[src/cmib_pkg.sv]
// Shared types, codes and constants for the cartridge mapper block.
`default_nettype none
package cmib_pkg;

	// Item commands
	localparam logic [1:0] CMD_WRITE  = 2'd0;
	localparam logic [1:0] CMD_CYCLES = 2'd1;
	localparam logic [1:0] CMD_LINE   = 2'd2;

	// Mapper register indexes (low address nibble)
	localparam logic [3:0] REG_CHR_LAST  = 4'd7;
	localparam logic [3:0] REG_OUTER_LOW = 4'd3;
	localparam logic [3:0] REG_PRG       = 4'd8;
	localparam logic [3:0] REG_MIRROR    = 4'd9;
	localparam logic [3:0] REG_IRQ_CTRL  = 4'd10;
	localparam logic [3:0] REG_LATCH_LO  = 4'd11;
	localparam logic [3:0] REG_LATCH_HI  = 4'd12;

	// Configuration register indexes
	localparam logic [1:0] CFG_VARIANT = 2'd0;
	localparam logic [1:0] CFG_SOURCE  = 2'd1;
	localparam logic [1:0] CFG_BANKS   = 2'd2;
	localparam logic [1:0] CFG_CHR     = 2'd3;

	localparam logic [10:0] BANKS_RESET = 11'd16;
	localparam logic [15:0] LINE_CYCLES = 16'd113;
	localparam logic [4:0]  ALT_FIXED_LO = 5'h1E;
	localparam logic [4:0]  ALT_FIXED_HI = 5'h1F;

	typedef struct packed {
		logic [1:0] command;
		logic       high_area;
		logic [3:0] reg_index;
		logic [7:0] wdata;
		logic [7:0] cycles;
	} item_t;

	typedef struct packed {
		logic       irq_out;
		logic [9:0] prg_bank_8000;
		logic [9:0] prg_bank_a000;
		logic [9:0] prg_bank_c000;
		logic [9:0] prg_bank_e000;
		logic [1:0] mirror_mode;
		logic       chr_write;
		logic [2:0] chr_slot;
		logic [7:0] chr_bank;
	} result_t;

	typedef struct packed {
		logic        board_variant;
		logic        irq_source;
		logic [10:0] prg_rom_banks_8k;
		logic        chr_rom_present;
	} cfg_t;

endpackage
`default_nettype wire

[src/cmib_irq.sv]
// IRQ latch, counter, enable and line, updated once per word.
`default_nettype none
module cmib_irq (
	input  wire logic           clk,
	input  wire logic           arst_n,
	input  wire logic           fire,
	input  wire cmib_pkg::item_t item,
	input  wire cmib_pkg::cfg_t  cfg,
	output logic                line_next
);

	logic        enabled_q;
	logic [15:0] count_q;
	logic [15:0] reload_q;
	logic        line_q;

	logic        enabled_n;
	logic [15:0] count_n;
	logic [15:0] reload_n;
	logic        wr_active;
	logic        std;
	logic [15:0] cyc16;

	assign std       = !cfg.board_variant;
	assign wr_active = (item.command == cmib_pkg::CMD_WRITE) && (std || item.high_area);
	assign cyc16     = {8'd0, item.cycles};

	always_comb begin
		enabled_n = enabled_q;
		count_n   = count_q;
		reload_n  = reload_q;
		line_next = line_q;
		case (item.command)
			cmib_pkg::CMD_WRITE: begin
				if (wr_active) begin
					if (item.reg_index == cmib_pkg::REG_IRQ_CTRL) begin
						enabled_n = item.wdata[0];
						count_n   = reload_q;
						line_next = 1'b0;
					end else if (item.reg_index == cmib_pkg::REG_LATCH_LO) begin
						reload_n = {reload_q[15:8], item.wdata};
						// standard board loads the counter along with the latch
						if (std) count_n = {count_q[15:8], item.wdata};
					end else if (item.reg_index == cmib_pkg::REG_LATCH_HI) begin
						reload_n = {item.wdata, reload_q[7:0]};
						if (std) count_n = {item.wdata, count_q[7:0]};
					end
				end
			end
			cmib_pkg::CMD_CYCLES: begin
				if (!cfg.irq_source && enabled_q) begin
					if (count_q <= cyc16) line_next = 1'b1;
					count_n = count_q - cyc16;
				end
			end
			cmib_pkg::CMD_LINE: begin
				if (cfg.irq_source && enabled_q) begin
					// hold the counter once it reaches the last line
					if (count_q <= cmib_pkg::LINE_CYCLES) line_next = 1'b1;
					else count_n = count_q - cmib_pkg::LINE_CYCLES;
				end
			end
			default: ;
		endcase
	end

	always_ff @(posedge clk or negedge arst_n) begin
		if (!arst_n) begin
			enabled_q <= 1'b0;
			count_q   <= 16'd0;
			reload_q  <= 16'd0;
			line_q    <= 1'b0;
		end else if (fire) begin
			enabled_q <= enabled_n;
			count_q   <= count_n;
			reload_q  <= reload_n;
			line_q    <= line_next;
		end
	end

endmodule
`default_nettype wire

[src/cmib_bank.sv]
// PRG bank map, outer/inner selects, mirroring and CHR update decode.
`default_nettype none
module cmib_bank (
	input  wire logic            clk,
	input  wire logic            arst_n,
	input  wire logic            fire,
	input  wire cmib_pkg::item_t item,
	input  wire cmib_pkg::cfg_t  cfg,
	input  wire logic            layout_load,
	input  wire logic [10:0]     layout_banks,
	output logic [9:0]           prg_next [4],
	output logic [1:0]           mirror_next,
	output logic                 chr_write,
	output logic [2:0]           chr_slot,
	output logic [7:0]           chr_bank
);

	logic [9:0] prg_q [4];
	logic [7:0] sel_q;
	logic       outer_low_q;
	logic       outer_high_q;
	logic [1:0] mirror_q;

	logic [7:0] sel_n;
	logic       outer_low_n;
	logic       outer_high_n;
	logic [9:0] low_base;
	logic [9:0] high_base;
	logic       is_wr;
	logic       std;
	logic       alt_wr;

	assign std    = !cfg.board_variant;
	assign is_wr  = item.command == cmib_pkg::CMD_WRITE;
	assign alt_wr = is_wr && !std && item.high_area;

	always_comb begin
		sel_n        = sel_q;
		outer_low_n  = outer_low_q;
		outer_high_n = outer_high_q;
		if (alt_wr) begin
			if (item.reg_index <= cmib_pkg::REG_OUTER_LOW) outer_low_n = item.wdata[0];
			else if (item.reg_index <= cmib_pkg::REG_CHR_LAST) outer_high_n = item.wdata[0];
			else if (item.reg_index == cmib_pkg::REG_PRG) sel_n = item.wdata;
		end
	end

	assign low_base  = {1'b0, sel_n, 1'b0} + {4'd0, outer_low_n, 5'd0};
	assign high_base = {4'd0, outer_high_n, 5'd0};

	always_comb begin
		prg_next    = prg_q;
		mirror_next = mirror_q;
		chr_write   = 1'b0;
		chr_slot    = 3'd0;
		chr_bank    = 8'd0;
		if (is_wr && std) begin
			if (item.reg_index <= cmib_pkg::REG_CHR_LAST) begin
				if (cfg.chr_rom_present) begin
					chr_write = 1'b1;
					chr_slot  = item.reg_index[2:0];
					chr_bank  = item.wdata;
				end
			end else if (item.reg_index == cmib_pkg::REG_PRG) begin
				prg_next[0] = {1'b0, item.wdata, 1'b0};
				prg_next[1] = {1'b0, item.wdata, 1'b1};
			end else if (item.reg_index == cmib_pkg::REG_MIRROR) begin
				mirror_next = item.wdata[1:0];
			end
		end else if (alt_wr) begin
			if (item.reg_index <= cmib_pkg::REG_OUTER_LOW) begin
				prg_next[0] = low_base;
				prg_next[1] = low_base + 10'd1;
			end else if (item.reg_index <= cmib_pkg::REG_CHR_LAST) begin
				prg_next[2] = high_base | {5'd0, cmib_pkg::ALT_FIXED_LO};
				prg_next[3] = high_base | {5'd0, cmib_pkg::ALT_FIXED_HI};
			end else if (item.reg_index == cmib_pkg::REG_PRG) begin
				prg_next[0] = low_base;
				prg_next[1] = low_base + 10'd1;
				prg_next[2] = high_base | {5'd0, cmib_pkg::ALT_FIXED_LO};
				prg_next[3] = high_base | {5'd0, cmib_pkg::ALT_FIXED_HI};
			end else if (item.reg_index == cmib_pkg::REG_MIRROR) begin
				mirror_next = item.wdata[1:0];
			end
		end
	end

	always_ff @(posedge clk or negedge arst_n) begin
		if (!arst_n) begin
			prg_q[0]     <= 10'd0;
			prg_q[1]     <= 10'd1;
			prg_q[2]     <= cmib_pkg::BANKS_RESET[9:0] - 10'd2;
			prg_q[3]     <= cmib_pkg::BANKS_RESET[9:0] - 10'd1;
			sel_q        <= 8'd0;
			outer_low_q  <= 1'b0;
			outer_high_q <= 1'b0;
			mirror_q     <= 2'd0;
		end else if (layout_load) begin
			// reload the power-on layout for the new ROM size
			prg_q[0] <= 10'd0;
			prg_q[1] <= 10'd1;
			prg_q[2] <= layout_banks[9:0] - 10'd2;
			prg_q[3] <= layout_banks[9:0] - 10'd1;
		end else if (fire) begin
			prg_q        <= prg_next;
			sel_q        <= sel_n;
			outer_low_q  <= outer_low_n;
			outer_high_q <= outer_high_n;
			mirror_q     <= mirror_next;
		end
	end

endmodule
`default_nettype wire

[src/cartridge_mapper_irq_banking.sv]
// Top level of the cartridge mapper: input register, mapper state, result register.
`default_nettype none
// Each word (a register write, a batch of CPU-cycle ticks or one scanline tick)
// yields exactly one result word. A word is taken into an input register; when
// the result register is free or being taken, the IRQ and banking logic updates
// the mapper state and fills the result register, so the block sustains one word
// per clock while each result is taken at once. The result register lets a new
// word in while the previous result waits. Configuration writes are taken at
// any time (cfg_ready is always high) and must be made only while the block is
// idle; writing prg_rom_banks_8k reloads the PRG layout for the new size.
module cartridge_mapper_irq_banking (
	input  wire logic              clk,
	input  wire logic              arst_n,
	input  wire logic              item_valid,
	output logic                   item_ready,
	input  wire cmib_pkg::item_t   item,
	output logic                   result_valid,
	input  wire logic              result_ready,
	output cmib_pkg::result_t      result,
	input  wire logic              cfg_valid,
	output logic                   cfg_ready,
	input  wire logic [1:0]        cfg_index,
	input  wire logic [10:0]       cfg_data
);

	cmib_pkg::cfg_t    cfg_q;
	cmib_pkg::item_t   item_s1;
	logic              valid_s1;
	cmib_pkg::result_t result_q;
	logic              result_valid_q;

	logic              advance;
	logic              cfg_wr;
	logic              line_next;
	logic [9:0]        prg_next [4];
	logic [1:0]        mirror_next;
	logic              chr_write;
	logic [2:0]        chr_slot;
	logic [7:0]        chr_bank;

	assign cfg_ready    = 1'b1;
	assign cfg_wr       = cfg_valid && cfg_ready;
	assign advance      = valid_s1 && (!result_valid_q || result_ready);
	assign item_ready   = !valid_s1 || advance;
	assign result_valid = result_valid_q;
	assign result       = result_q;

	always_ff @(posedge clk or negedge arst_n) begin
		if (!arst_n) begin
			cfg_q.board_variant    <= 1'b0;
			cfg_q.irq_source       <= 1'b0;
			cfg_q.prg_rom_banks_8k <= cmib_pkg::BANKS_RESET;
			cfg_q.chr_rom_present  <= 1'b1;
		end else if (cfg_wr) begin
			case (cfg_index)
				cmib_pkg::CFG_VARIANT: cfg_q.board_variant    <= cfg_data[0];
				cmib_pkg::CFG_SOURCE:  cfg_q.irq_source       <= cfg_data[0];
				cmib_pkg::CFG_BANKS:   cfg_q.prg_rom_banks_8k <= cfg_data;
				cmib_pkg::CFG_CHR:     cfg_q.chr_rom_present  <= cfg_data[0];
				default: ;
			endcase
		end
	end

	always_ff @(posedge clk or negedge arst_n) begin
		if (!arst_n) begin
			valid_s1 <= 1'b0;
		end else if (item_ready) begin
			valid_s1 <= item_valid;
		end
	end

	always_ff @(posedge clk) begin
		if (item_ready && item_valid) item_s1 <= item;
	end

	cmib_irq u_irq (
		.clk       (clk),
		.arst_n    (arst_n),
		.fire      (advance),
		.item      (item_s1),
		.cfg       (cfg_q),
		.line_next (line_next)
	);

	cmib_bank u_bank (
		.clk          (clk),
		.arst_n       (arst_n),
		.fire         (advance),
		.item         (item_s1),
		.cfg          (cfg_q),
		.layout_load  (cfg_wr && (cfg_index == cmib_pkg::CFG_BANKS)),
		.layout_banks (cfg_data),
		.prg_next     (prg_next),
		.mirror_next  (mirror_next),
		.chr_write    (chr_write),
		.chr_slot     (chr_slot),
		.chr_bank     (chr_bank)
	);

	always_ff @(posedge clk or negedge arst_n) begin
		if (!arst_n) begin
			result_valid_q <= 1'b0;
		end else if (advance) begin
			result_valid_q <= 1'b1;
		end else if (result_ready) begin
			result_valid_q <= 1'b0;
		end
	end

	always_ff @(posedge clk) begin
		if (advance) begin
			result_q.irq_out       <= line_next;
			result_q.prg_bank_8000 <= prg_next[0];
			result_q.prg_bank_a000 <= prg_next[1];
			result_q.prg_bank_c000 <= prg_next[2];
			result_q.prg_bank_e000 <= prg_next[3];
			result_q.mirror_mode   <= mirror_next;
			result_q.chr_write     <= chr_write;
			result_q.chr_slot      <= chr_slot;
			result_q.chr_bank      <= chr_bank;
		end
	end

endmodule
`default_nettype wire

[config.mk]
export PLATFORM = sky130hd
export DESIGN_NAME = cartridge_mapper_irq_banking
export DESIGN_NICKNAME = d
export VERILOG_FILES = /design/src/cmib_pkg.sv /design/src/cmib_irq.sv /design/src/cmib_bank.sv /design/src/cartridge_mapper_irq_banking.sv
export SDC_FILE = /design/constraint.sdc
export NUM_CORES = 1
export LEC_CHECK = 0
export BUFFER_PORTS_ARGS = -buffer_cell sky130_fd_sc_hd__buf_2
export CORE_MARGIN = 2
export CORE_UTILIZATION = 45
export DETAILED_ROUTE_END_ITERATION = 7
export PLACE_DENSITY = 0.69
export SYNTH_ARGS = -nofsm -noshare
export SYNTH_HDL_FRONTEND = slang
export SYNTH_SLANG_ARGS = --single-unit
[constraint.sdc]
create_clock -name clk -period 3.8 [get_ports clk]
set_input_delay 0.57 -clock clk [delete_from_list [all_inputs] [get_ports clk]]
set_output_delay 0.57 -clock clk [all_outputs]
set_load 0.1 [all_outputs]
==> metrics.md <==
| Metric | Value |
|---|---|
| Die area | between 20000 and 25000 um^2 |
| Post-synth top area share | 0.268 |
| CP endpoint kind | flip-flop |
| Total GRT Usage | 0.198 |
| Top cells by area, synth | edfxtp_1, dfrtp_1, mux2_2 |
| Antenna diodes | 0 |
| Clock transition at path regs | roughly 0.07 ns |
| Initial antenna violation count | 0 |
| Synth area leader | edfxtp_1 |
| Multi-input logic area | about 3800 um^2 |
| Gpl congestion | about 0.87 |
| Type of the most critical hold path | input port to async pin |
| Switching share of power | 0.372 |
| Hpwl dp | between 10000 and 15000 um |
| Switching power | approximately 0.0022 W |
| Average footprint of a synthesized cell | 11.0 um^2 |
| Comb power frac | 0.282 |
| Total clock sinks | between 150 and 200 |
| Max_slew headroom | 0.284 |
| Rows | 50 |
| CTS Buffer Depth | 2 |
| MaxCap Viol Count | 0 |
| Outcome | complete, no violations |
| Dominant synthesized flop cell | dfrtp_1 |
| Crit path arrival time | about 3.3 ns |
| Seq/Total Area, Yosys | 0.530 |
| Sequential Power Share | 0.419 |
| Port Buf Inserts | 96 |
| Mapped cell area | 8740 um^2 |
| Setup TNS | 0 ns |
| Fin. Hold Viols | 0 |
| Pint | 0.00371 W |
| Largest net degree at the start of global routing | slightly below 60 |
| Post-Syn Instances | 796 |
| Yosys cell types | 77 |
| Leakage | between 4 and 5 nW |
| ANT nets after route | 0 |
| Power Dens Cells | slightly below 600 nW/um^2 |
| Vias in the first global route | ~6000 |
| Final nets | 945 |
| Clock root buffer | clkbuf_16 |
| Synthesized netlist net count | roughly 860 |
| Hold buffer count at cts | 0 |
| H-tree levels | 4 |
| Die X-Extent | approximately 140 um |
| Number of cells upsized or downsized after cts | 0 |
| I/O Pins | approximately 100 |
| Clock share of power | 0.299 |
| CTS tree | yes |
| Final Setup Violations | 0 |
| Power Total | between 0.005 and 0.006 W |
| Iteration-0 DRC Markers | around 440 |
| RSZ-0062 raised after global routing | no |
| Filler instances | around 1700 |
| Detailed Route WL | about 20000 um |
| GRT Residual Overflow | 0 |
| Post-synth EDFFs | 78 |
| Initial Utilization | 0.462 |
| P&R area growth vs syn | 15.5% |
| Crit-path max FO | 6 |
| Max Slew Vio Count | 0 |
| First-pass GRT wire length | 31400 um |
| Routed len/inst | roughly 17 um |
| Crit path kind | flip-flop to flip-flop |
| Highest Clock Rate | 332 MHz |
| Vias per inst | approximately 5.5 |
| Synthesis Warnings | 0 |
| Fraction of layout instances using a drive strength above 1 | 0.256 |
| Worst Tran Pin Value | roughly 1.1 ns |
| Asr flop ratio synth | 0.538 |
| Core ar. | about 19000 um^2 |
| Post-Route Skew | between 0.008 and 0.009 ns |
| Clock Latency Late Sink | approximately 0.44 ns |
| Post-layout min period | 3.01 ns |
| Cts bufs inserted | 17 |
| VDD IR max | between 0.3 and 0.4 mV |
| Synth Register Bits | ~170 |
| Required time worst endpoint | between 4 and 5 ns |
| Setup Fix Bufs, Post-CTS | 0 |
| DR vias | 6402 |
| Die Span Y | approximately 140 um |
| Post-route clock period utilization | 0.793 |
| Storage element area | 4630 um^2 |
| Drt pass-1 iters | 4 |
| Crit path launch type | flip-flop |
| Number of remaining DRC errors | 0 |
-- power by group through the flow --
stage          logic (W)  registers, W  clock network (W)
6_report         0.00166       0.00248            0.00177
3_3_place_gp     0.00163       0.00250                  0
5_1_grt          0.00180       0.00251            0.00187
2_1_floorplan   0.000936       0.00288                  0
3_5_place_dp     0.00165       0.00250                  0
4_1_cts          0.00167       0.00247            0.00180
-- synth_stat cells, types with 5 or more instances --
| master | count |
|---|---|
| o22a_1 | 7 |
| o31ai_1 | 5 |
| nand2_1 | 59 |
| edfxtp_1 | 78 |
| o21ai_0 | 46 |
| nor4_1 | 5 |
| mux2_2 | 37 |
| and2_1 | 14 |
| or3_1 | 5 |
| a211oi_1 | 13 |
| dfrtp_1 | 82 |
| clkbuf_1 | 29 |
| inv_1 | 30 |
| or2_2 | 12 |
| o21a_1 | 17 |
| o221a_2 | 5 |
| o22ai_1 | 7 |
| nor3_1 | 12 |
| a21o_1 | 5 |
| nor2_1 | 56 |
| mux2i_1 | 9 |
| a31oi_1 | 7 |
| ha_1 | 19 |
| nand2b_1 | 12 |
| o211ai_1 | 6 |
| and3_1 | 5 |
| a21oi_1 | 46 |
| buf_2 | 9 |
| xor2_1 | 12 |
| dfstp_2 | 9 |
| nand3_1 | 20 |
| nor3b_1 | 6 |
| nor2b_1 | 19 |
| xnor2_1 | 18 |
-- worst max-delay path, stage by stage (launching register included) --
cell	delay [ns]
dfrtp_1	0.43
inv_1	0.13
ha_1	0.18
inv_1	0.05
fa_1	0.41
a21oi_1	0.20
o21ai_0	0.16
a31oi_1	0.47
o21ai_0	0.21
o41ai_1	0.42
mux2_2	0.22
-- metrics by stage --
stage                     worst slack [ns]  instance area [um^2]   util  hold WS, ns  cells
after floorplan                      0.302                  8740      -        0.274    796
after global placement               0.888                  9480  0.502        0.456   1125
after detailed placement             0.831                  9480  0.502        0.465   1125
after CTS                            0.814                 10100  0.534        0.233   1157
after global routing                 0.543                 10100  0.534        0.275   1157
final                                0.788                 10100  0.534        0.221   1157
-- area by class of cell --
class / instances / area share
Sequential cell: 169 / 0.459
Clock inverter: 14 / 0.0162
Inverter: 31 / 0.0120
Tap cell: 260 / 0.0322
Multi-Input combinational cell: 549 / 0.373
Timing Repair Buffer: 116 / 0.0627
Clock buffer: 18 / 0.0446
-- registers in the layout, summed over array words and instances (netlist names) --
register	flops
u_irq.enabled_q	1
result_valid	1
u_bank.outer_low_q	1
valid_s1	1
u_bank.mirror_q	2
u_irq.line_q	1
item_s1	23
cfg_q	3
u_irq.reload_q	16
u_bank.sel_q	8
u_bank.outer_high_q	1
u_irq.count_q	16
result	55
u_bank.prg_q	40
-- kinds of logic (layout without fill, tap and decap cells) --
group                      Yosys count  after routing  share of synthesized area
AOI/OAI and AO/OA                  205            205                      0.160
xor gates and xnor gates            30             30                     0.0301
adders and majority gates           20             20                     0.0295
buffers and inverters               78            179                     0.0390
DFF                                169            169                      0.530
muxes                               46             46                     0.0580
other                                1              1                   0.000429
and+or+nand+nor                    247            247                      0.153
-- cell usage in the layout, fill, tap and decap left out, types with 17 or more instances in the layout --
cell type   n
mux2_2     37
nor2_1     56
inv_1      29
dfrtp_1    82
o21ai_0    46
a21oi_1    46
o21a_1     17
nand2_1    59
edfxtp_1   78
buf_4      21
clkbuf_16  18
ha_1       19
nand3_1    20
nor2b_1    19
xnor2_1    18
buf_2      95
-- final timing paths --
path	from	to	slack, ns	depth (start not counted)
min reg2reg	u_bank.prg_q[16]$_DFFE_PN0P_	u_bank.prg_q[16]$_DFFE_PN0P_	0.47	2
min	arst_n	u_irq.count_q[0]$_DFFE_PN0P_	0.22	1
min in group clk	item[4]	item_s1[4]$_DFFE_PP_	0.30	1
max	u_irq.count_q[0]$_DFFE_PN0P_	result[54]$_DFFE_PP_	0.79	10
max in group asynchronous	arst_n	u_bank.prg_q[20]$_DFFE_PN1P_	2.73	2
max reg2reg	u_irq.count_q[0]$_DFFE_PN0P_	result[54]$_DFFE_PP_	0.79	10
-- routing by layer --
layer,wire length (um),track usage,vias to the layer above
li1,-,-,3087
met1,9440,0.281,3122
met2,9120,0.306,172
met3,854,0.0373,21
met4,297,0.0681,0
met5,0,0,-
(Power assumes the default switching activity.)
